### src/rtl/core/vsk_pkg.sv
`timescale 1ns / 1ps
// ----------------------------------------------------------------------------
// vsk_pkg
// Shared types and constants of the video sync, interrupt and keyboard core.
// ----------------------------------------------------------------------------
package vsk_pkg;

  localparam int LINE_PERIOD_DEF = 207;
  localparam int CNT_W           = 8;
  localparam int ROWS            = 8;

  localparam logic [CNT_W-1:0] HSYNC_FIRST = 8'd16;
  localparam logic [CNT_W-1:0] HSYNC_END   = 8'd32;
  localparam logic [7:0]       KEY_MASK    = 8'h7f;
  localparam logic [7:0]       TAPE_BIT    = 8'h80;
  localparam logic [7:0]       BUS_FREE    = 8'hff;

  localparam logic [0:0] REG_MODE = 1'b0;

  typedef enum logic [3:0] {
    FN_CLOCK      = 4'd0,
    FN_M1         = 4'd1,
    FN_INTACK     = 4'd2,
    FN_REFR_START = 4'd3,
    FN_REFR_END   = 4'd4,
    FN_IORD_START = 4'd5,
    FN_IORD_END   = 4'd6,
    FN_IOWR       = 4'd7,
    FN_CHAR_START = 4'd8,
    FN_CHAR_END   = 4'd9,
    FN_KEYROW     = 4'd10
  } func_t;

  typedef struct packed {
    logic [3:0]  func;
    logic [15:0] address;
    logic [7:0]  data;
    logic        halt_n;
    logic        tape_low;
    logic [2:0]  key_row;
    logic [7:0]  key_bits;
  } item_t;

  typedef struct packed {
    logic       sync_active;
    logic       int_n;
    logic       nmi_n;
    logic       wait_n;
    logic [7:0] data_out;
    logic       video_valid;
    logic [7:0] video_byte;
    logic       rom_substitute;
    logic [8:0] rom_low_address;
  } result_t;

  typedef struct packed {
    logic [CNT_W-1:0]      hsync_count;
    logic                  hsync_on;
    logic                  hsync_prev;
    logic                  vsync_on;
    logic [2:0]            char_line;
    logic                  nmi_gen_on;
    logic                  fetch_pending;
    logic                  invert_video;
    logic [8:0]            char_address;
    logic [ROWS-1:0][7:0]  key_rows;
    logic                  int_level;
    logic                  nmi_level;
    logic                  wait_level;
    logic [7:0]            data_drive;
  } state_t;

  localparam state_t STATE_RESET = '{
    hsync_count:   '0,
    hsync_on:      1'b0,
    hsync_prev:    1'b0,
    vsync_on:      1'b0,
    char_line:     3'd0,
    nmi_gen_on:    1'b0,
    fetch_pending: 1'b0,
    invert_video:  1'b0,
    char_address:  9'd0,
    key_rows:      '1,
    int_level:     1'b1,
    nmi_level:     1'b1,
    wait_level:    1'b1,
    data_drive:    8'hff
  };

endpackage

### src/rtl/core/vsk_cfg.sv
`timescale 1ns / 1ps
// ----------------------------------------------------------------------------
// vsk_cfg
// APB register file holding the model mode bit.
// ----------------------------------------------------------------------------
module vsk_cfg (
  input  logic        clk,
  input  logic        rst_n,
  input  logic        cfg_psel,
  input  logic        cfg_penable,
  input  logic        cfg_pwrite,
  input  logic [2:0]  cfg_paddr,
  input  logic [31:0] cfg_pwdata,
  output logic [31:0] cfg_prdata,
  output logic        cfg_pready,
  output logic        mode
);

  logic mode_r;
  logic mode_nxt;
  logic hit;

  assign hit        = (cfg_paddr[2:2] == vsk_pkg::REG_MODE);
  assign cfg_pready = 1'b1;
  assign mode       = mode_r;

  always_comb begin
    mode_nxt = mode_r;
    if (cfg_psel && cfg_penable && cfg_pwrite && hit) begin
      mode_nxt = cfg_pwdata[0];
    end
  end

  always_comb begin
    cfg_prdata = '0;
    if (hit) begin
      cfg_prdata = {31'd0, mode_r};
    end
  end

  always_ff @(posedge clk) begin
    if (!rst_n) begin
      mode_r <= 1'b1;
    end else begin
      mode_r <= mode_nxt;
    end
  end

endmodule

### src/rtl/core/vsk_step.sv
`timescale 1ns / 1ps
// ----------------------------------------------------------------------------
// vsk_step
// Next-state and result logic for one bus event.
// ----------------------------------------------------------------------------
module vsk_step #(
  parameter int LINE_PERIOD = vsk_pkg::LINE_PERIOD_DEF
) (
  input  logic            mode,
  input  vsk_pkg::item_t  item,
  input  vsk_pkg::state_t st,
  output vsk_pkg::state_t st_nxt,
  output vsk_pkg::result_t res
);

  always_comb begin
    vsk_pkg::state_t  s;
    logic [8:0]       cnt_inc;
    logic [7:0]       rd;
    logic             vvalid;
    logic [7:0]       vbyte;
    s       = st;
    vvalid  = 1'b0;
    vbyte   = 8'h00;
    cnt_inc = {1'b0, st.hsync_count} + 9'd1;
    rd      = vsk_pkg::KEY_MASK;

    case (item.func)
      vsk_pkg::FN_CLOCK: begin
        if (mode) begin
          if (cnt_inc >= 9'(LINE_PERIOD)) begin
            s.hsync_count = '0;
          end else begin
            s.hsync_count = cnt_inc[vsk_pkg::CNT_W-1:0];
          end
          if (s.hsync_count >= vsk_pkg::HSYNC_FIRST && s.hsync_count < vsk_pkg::HSYNC_END) begin
            s.hsync_on = 1'b1;
            if (!s.hsync_prev) begin
              s.char_line = s.char_line + 3'd1;
            end
            s.hsync_prev = 1'b1;
          end else begin
            s.hsync_on   = 1'b0;
            s.hsync_prev = 1'b0;
          end
          if (s.nmi_gen_on && s.hsync_on) begin
            s.nmi_level  = 1'b0;
            s.wait_level = !item.halt_n;
          end else begin
            s.nmi_level  = 1'b1;
            s.wait_level = 1'b1;
          end
        end
      end
      vsk_pkg::FN_M1: begin
        if (!mode && st.hsync_count < 8'd4) begin
          if (st.hsync_count == 8'd1) begin
            s.hsync_on = 1'b1;
            if (!s.hsync_prev) begin
              s.char_line = s.char_line + 3'd1;
            end
            s.hsync_prev = 1'b1;
          end
          if (st.hsync_count == 8'd3) begin
            s.hsync_on   = 1'b0;
            s.hsync_prev = 1'b0;
          end
          s.hsync_count = cnt_inc[vsk_pkg::CNT_W-1:0];
        end
      end
      vsk_pkg::FN_INTACK: begin
        s.hsync_count = '0;
      end
      vsk_pkg::FN_REFR_START: begin
        s.int_level = item.address[6];
      end
      vsk_pkg::FN_REFR_END: begin
        s.int_level = 1'b1;
        if (st.fetch_pending) begin
          s.fetch_pending = 1'b0;
          vvalid          = 1'b1;
          vbyte           = item.data ^ {8{st.invert_video}};
        end
      end
      vsk_pkg::FN_IORD_START: begin
        if (item.address[2:0] == 3'b110) begin
          if (!st.nmi_gen_on) begin
            s.vsync_on = 1'b1;
          end
          for (int r = 0; r < vsk_pkg::ROWS; r++) begin
            if (!item.address[8+r]) begin
              rd = rd & st.key_rows[r];
            end
          end
          if (item.tape_low) begin
            rd = rd | vsk_pkg::TAPE_BIT;
          end
          s.data_drive = rd;
        end
      end
      vsk_pkg::FN_IORD_END: begin
        s.data_drive = vsk_pkg::BUS_FREE;
      end
      vsk_pkg::FN_IOWR: begin
        if (!item.address[0]) begin
          s.nmi_gen_on = mode;
        end
        if (!item.address[1]) begin
          s.nmi_gen_on = 1'b0;
        end
        if (item.address[2:0] == 3'b111 && !s.nmi_gen_on) begin
          s.char_line = 3'd0;
          s.vsync_on  = 1'b0;
        end
      end
      vsk_pkg::FN_CHAR_START: begin
        if (!item.data[6] && item.address[15] && item.halt_n) begin
          s.char_address  = {item.data[5:0], st.char_line};
          s.fetch_pending = 1'b1;
          s.invert_video  = !item.data[7];
          s.data_drive    = 8'h00;
        end else begin
          s.data_drive = vsk_pkg::BUS_FREE;
        end
      end
      vsk_pkg::FN_CHAR_END: begin
        s.data_drive = vsk_pkg::BUS_FREE;
      end
      vsk_pkg::FN_KEYROW: begin
        s.key_rows[item.key_row] = item.key_bits;
      end
      default: begin
      end
    endcase

    st_nxt                = s;
    res.sync_active       = s.hsync_on | s.vsync_on;
    res.int_n             = s.int_level;
    res.nmi_n             = s.nmi_level;
    res.wait_n            = s.wait_level;
    res.data_out          = s.data_drive;
    res.video_valid       = vvalid;
    res.video_byte        = vbyte;
    res.rom_substitute    = s.fetch_pending;
    res.rom_low_address   = s.fetch_pending ? s.char_address : 9'd0;
  end

endmodule

### src/rtl/core/video_sync_keyboard_ula_core.sv
`timescale 1ns / 1ps
// ----------------------------------------------------------------------------
// video_sync_keyboard_ula_core
// Sync generator, interrupt lines, keyboard rows and character fetch.
// ----------------------------------------------------------------------------
// usage
//   in_*  : one bus event per word; in_tuser carries the event code, in_tdata
//           the bus and keyboard fields
//   out_* : one result word per event: line levels, data drive, video byte,
//           rom low address; out_tuser flags a valid video byte
//   cfg_* : apb port, register at byte 0 holds the model mode bit
// pipeline
//   input register, then result register; the state is updated as the
//   result is loaded
// throughput
//   one word per cycle while out_tready stays high, set by the state update loop
// reset
//   rst_n low clears both stages and loads the power-up state, mode = 1
// stall
//   a held result keeps its word; one more input word is buffered, then
//   in_tready drops until out_tready returns
// ----------------------------------------------------------------------------
module video_sync_keyboard_ula_core #(
  parameter int LINE_PERIOD = vsk_pkg::LINE_PERIOD_DEF
) (
  input  logic        clk,
  input  logic        rst_n,
  input  logic        in_tvalid,
  output logic        in_tready,
  // address[15:0] data[23:16] halt_n[24] tape_low[25] key_row[28:26]
  // key_bits[36:29] zero[39:37]
  input  logic [39:0] in_tdata,
  // func[3:0]
  input  logic [3:0]  in_tuser,
  output logic        out_tvalid,
  input  logic        out_tready,
  // sync_active[0] int_n[1] nmi_n[2] wait_n[3] data_out[11:4]
  // video_byte[19:12] rom_substitute[20] rom_low_address[29:21] zero[31:30]
  output logic [31:0] out_tdata,
  // video_valid[0]
  output logic        out_tuser,
  input  logic        cfg_psel,
  input  logic        cfg_penable,
  input  logic        cfg_pwrite,
  input  logic [2:0]  cfg_paddr,
  input  logic [31:0] cfg_pwdata,
  output logic [31:0] cfg_prdata,
  output logic        cfg_pready
);

  logic             mode;
  logic             in_valid_r;
  vsk_pkg::item_t   in_item_r;
  vsk_pkg::item_t   in_item;
  logic             out_valid_r;
  vsk_pkg::result_t out_res_r;
  vsk_pkg::result_t res_nxt;
  vsk_pkg::state_t  state_r;
  vsk_pkg::state_t  state_nxt;
  logic             adv;

  assign adv       = in_valid_r && (!out_valid_r || out_tready);
  assign in_tready = !in_valid_r || adv;

  assign in_item.func     = in_tuser;
  assign in_item.address  = in_tdata[15:0];
  assign in_item.data     = in_tdata[23:16];
  assign in_item.halt_n   = in_tdata[24];
  assign in_item.tape_low = in_tdata[25];
  assign in_item.key_row  = in_tdata[28:26];
  assign in_item.key_bits = in_tdata[36:29];

  vsk_cfg u_cfg (
    .clk         (clk),
    .rst_n       (rst_n),
    .cfg_psel    (cfg_psel),
    .cfg_penable (cfg_penable),
    .cfg_pwrite  (cfg_pwrite),
    .cfg_paddr   (cfg_paddr),
    .cfg_pwdata  (cfg_pwdata),
    .cfg_prdata  (cfg_prdata),
    .cfg_pready  (cfg_pready),
    .mode        (mode)
  );

  vsk_step #(
    .LINE_PERIOD (LINE_PERIOD)
  ) u_step (
    .mode   (mode),
    .item   (in_item_r),
    .st     (state_r),
    .st_nxt (state_nxt),
    .res    (res_nxt)
  );

  always_ff @(posedge clk) begin
    if (!rst_n) begin
      in_valid_r  <= 1'b0;
      out_valid_r <= 1'b0;
      state_r     <= vsk_pkg::STATE_RESET;
    end else begin
      if (in_tready) begin
        in_valid_r <= in_tvalid;
      end
      if (adv) begin
        out_valid_r <= 1'b1;
        state_r     <= state_nxt;
      end else if (out_tready) begin
        out_valid_r <= 1'b0;
      end
    end
  end

  always_ff @(posedge clk) begin
    if (in_tready && in_tvalid) begin
      in_item_r <= in_item;
    end
    if (adv) begin
      out_res_r <= res_nxt;
    end
  end

  assign out_tvalid = out_valid_r;
  assign out_tuser  = out_res_r.video_valid;
  assign out_tdata  = {2'b00,
                       out_res_r.rom_low_address,
                       out_res_r.rom_substitute,
                       out_res_r.video_byte,
                       out_res_r.data_out,
                       out_res_r.wait_n,
                       out_res_r.nmi_n,
                       out_res_r.int_n,
                       out_res_r.sync_active};

endmodule

### config.mk
export PLATFORM = sky130hd
export DESIGN_NAME = video_sync_keyboard_ula_core
export DESIGN_NICKNAME = d
export VERILOG_FILES = /design/src/rtl/core/vsk_pkg.sv /design/src/rtl/core/vsk_cfg.sv /design/src/rtl/core/vsk_step.sv /design/src/rtl/core/video_sync_keyboard_ula_core.sv
export SDC_FILE = /design/constraint.sdc
export NUM_CORES = 1
export LEC_CHECK = 0
export BUFFER_PORTS_ARGS = -buffer_cell sky130_fd_sc_hd__buf_2
export CELL_PAD_IN_SITES_DETAIL_PLACEMENT = 0
export CELL_PAD_IN_SITES_GLOBAL_PLACEMENT = 1
export CORE_MARGIN = 2
export CORE_UTILIZATION = 45
export CTS_CLUSTER_DIAMETER = 120
export CTS_CLUSTER_SIZE = 30
export DETAILED_ROUTE_END_ITERATION = 10
export PLACE_DENSITY = 0.85
export SYNTH_ARGS = -nofsm -noshare
export SYNTH_HDL_FRONTEND = slang
export SYNTH_SLANG_ARGS = --single-unit
### constraint.sdc
create_clock -name clk -period 3.65 [get_ports clk]
set_input_delay 0 -clock clk [delete_from_list [all_inputs] [get_ports clk]]
set_output_delay 0 -clock clk [all_outputs]
set_load 0.03 [all_outputs]
==> results.ini <==
[outcome]
status=finished clean

[worst_setup_path]
path_class=flop to flop
cp.arrival_ns=2.91
path_cells=ha_1, nand3_1, a21oi_1, o22ai_1, a31oi_1, nand3_1, o22ai_1
path_depth=7
ff2ff_setup_slack_ns=1.09
r2r-start=state_r[93]
cp.buffers_inverters=0
worstRegToRegCells=7
start_kind=flop
critPathCapture=state_r[96]
crit_family=compound AO/OA/AOI/OAI gates
cp-startpoint=state_r[93]
slowest_stage=a31oi_1
endpoint_kind=flop
reg2reg_to=state_r[96]
slowest_delay_ns=0.65
worst-path-max-fanout=11
crit_required_ns=4.00

[power_and_ir_drop]
switchingPower_mw=0.985
powerDensity_nw_per_um2=472
pwr-share-comb=0.062
p_clk_frac=0.441
sw_frac_of_total=0.246
p_leak_nw=3.13
internal_power_mw=3.02
ir_drop_mv=0.336
seqPwrFrac=0.497

[routing]
ant_nets=0
drc=0
num_vias=5528
vias_per_cell=5.32
drt_first_pass_iters=8
dr.first_iter.drc_count=448
avgRoutedWirePerCell_um=16.1
routed_wl_um=16700

[logic_synthesis]
avgSynthCellArea_um2=10.0
synth_edf_count=67
syn_area_um2=7130
async_reset_ff_frac=0
syn_inst=712
yosysSeqAreaShare=0.552
synth_top_area_cell=edfxtp_1
synth_cell_type_count=58
synth-seq-cells=163
yosys-top-cells-count=nand2_1, dfxtp_1, edfxtp_1
ys.flop_type=dfxtp_1
synth_top_area_share=0.282
yosysWarnings=0
synth.most_common_cell=nand2_1
synthTopCellsByArea=edfxtp_1, dfxtp_1, mux2i_1

[global_routing]
overflow=0
grt_pass1_wl_um=26500
antenna_found_initial=0
first_global_vias=5292
grt_use_total=0.202
grt_max_degree=83

[die]
core_area_um2=15700
initial_core_util=0.455
dieWidth_um=130
pin_count=154
dieArea_um2=16900
rows=46
fp.dieH_um=130

[placement]
gp_congestion=0.905
post_dp_cell_area_um2=7490
portBuffers=78
hpwl_um=11000

[final_layout]
area_delta_synth_final_pct=19.1
final_cell_area_um2=8490
nFillCells=1397
nNetsFinal=900
diodes=0
drive_gt1_frac=0.169

[timing]
slew_viol_final=0
fin_skew_ns=0.00906
timing.slew.headroom=0.369
min_period_over_period=0.702
hold_viol_final=0
grt_setup_unrepaired=no
fin_crit_ns=2.56
worst_pin_slew_ns=0.946
final.setup.tns_ns=0
fmax_ghz=0.390
setup_viol=0

[clocking]
htreeDepth=4
clk_latency_ns=0.43
cts-root-buf=clkbuf_16
cts_resized=0
numCtsBuffers=17
path_clk_slew_ns=0.07
cts_sinks=163
post_cts_buffers=0
cts_max_path_buffers=2
cts_tree=yes

[min_path]
hold_path.class=input port to flop
whs_path_depth=2

[run]
max-cap-violations=0

worst min path at each step:
stage | endpoint | slack [ns] | start
final | in_item_r[1] | 0.28 | in_tdata[30]
after global routing | in_item_r[32] | 0.26 | in_tdata[11]
after CTS | in_item_r[1] | 0.26 | in_tdata[30]
after detailed placement | in_item_r[32] | 0.18 | in_tdata[11]
after global placement | in_item_r[32] | 0.18 | in_tdata[11]
after floorplan | in_item_r[0] | 0.1 | in_tdata[29]
cells in the final DEF (no fill, tap or decap), types with 3 or more instances in the layout:
cell type	synthesis	layout
or2_2	3	3
inv_6	0	3
a21oi_1	22	22
xnor2_1	11	11
buf_4	37	4
a211oi_1	3	3
o221a_2	8	8
nand3_1	45	45
o211ai_1	4	4
mux2i_1	43	43
and2_1	4	3
nor4_1	10	10
conb_1	2	34
or3_1	4	4
o22ai_1	31	31
inv_8	0	3
ha_1	4	4
edfxtp_1	67	67
nand4b_1	4	4
nand2_1	104	104
inv_1	11	10
clkinv_4	0	3
nand2b_1	6	6
dfxtp_1	96	96
clkbuf_16	0	18
a31oi_1	7	7
o21ai_0	36	36
buf_2	8	78
nand4_1	4	4
nor2b_1	5	5
dlygate4sd3_1	0	41
nor2_1	66	66
nor2_2	3	3
timing repair:
action                                  CTS  global route
hold endpoints to repair                 39             0
endpoints found under the setup margin    0             0
hold buffers                             41             0
sequential cells by signal, summed over array words and instances (netlist names):
signal and count:
state_r 93, out_tuser 1, in_item_r 36, out_tvalid 1, in_valid_r 1, u_cfg.mode 1
out_tdata 30
metrics by stage:
stage / utilization / cells / hold slack, ns / setup WS [ns] / total power [mW]
after floorplan: - / 744 / 0.0989 / 1.22 / 2.20
after global routing: 0.542 / 1039 / 0.260 / 0.876 / 4.15
after global placement: 0.479 / 966 / 0.177 / 1.19 / 2.24
after CTS: 0.542 / 1039 / 0.258 / 1.12 / 4.03
final: 0.542 / 1039 / 0.275 / 1.09 / 4.01
after detailed placement: 0.479 / 966 / 0.178 / 1.14 / 2.24
cells by family after synthesis:
family                   after synthesis  share of synthesized area
flip-flops                           163                      0.552
buffers and inverters                 87                     0.0688
XOR/XNOR                              13                     0.0160
other                                  2                    0.00105
multiplexers                          43                     0.0604
AO/OA/AOI/OAI                        126                      0.112
adder cells (fa/ha/maj)                4                    0.00702
AND/OR/NAND/NOR                      274                      0.183
layer usage:
| layer | GRT usage | share of wire | vias up |
|---|---|---|---|
| met5 | 0 | 0 | - |
| met4 | 0.0658 | 0.016 | 0 |
| met3 | 0.0500 | 0.046 | 22 |
| met2 | 0.349 | 0.50 | 182 |
| met1 | 0.250 | 0.44 | 2660 |
| li1 | - | - | 2664 |
power groups by stage:
| stage | Clock (mW) | Sequential [mW] | Combinational [mW] |
|---|---|---|---|
| after floorplan | 0 | 2.03 | 0.173 |
| after detailed placement | 0 | 2.03 | 0.213 |
| final | 1.77 | 1.99 | 0.249 |
| after global placement | 0 | 2.03 | 0.210 |
| after global routing | 1.89 | 1.99 | 0.269 |
| after CTS | 1.80 | 1.99 | 0.247 |
area by class of cell:
type	count	area, um2	share of cell area
multi-input combinational	494	2830	0.333
clock buffer	18	450	0.0530
timing repair buffer	123	831	0.0978
clock inverter	14	139	0.0164
tap	216	270	0.0318
sequential	163	3930	0.463
inverter	11	41.3	0.00486
(Power assumes the default switching activity.)
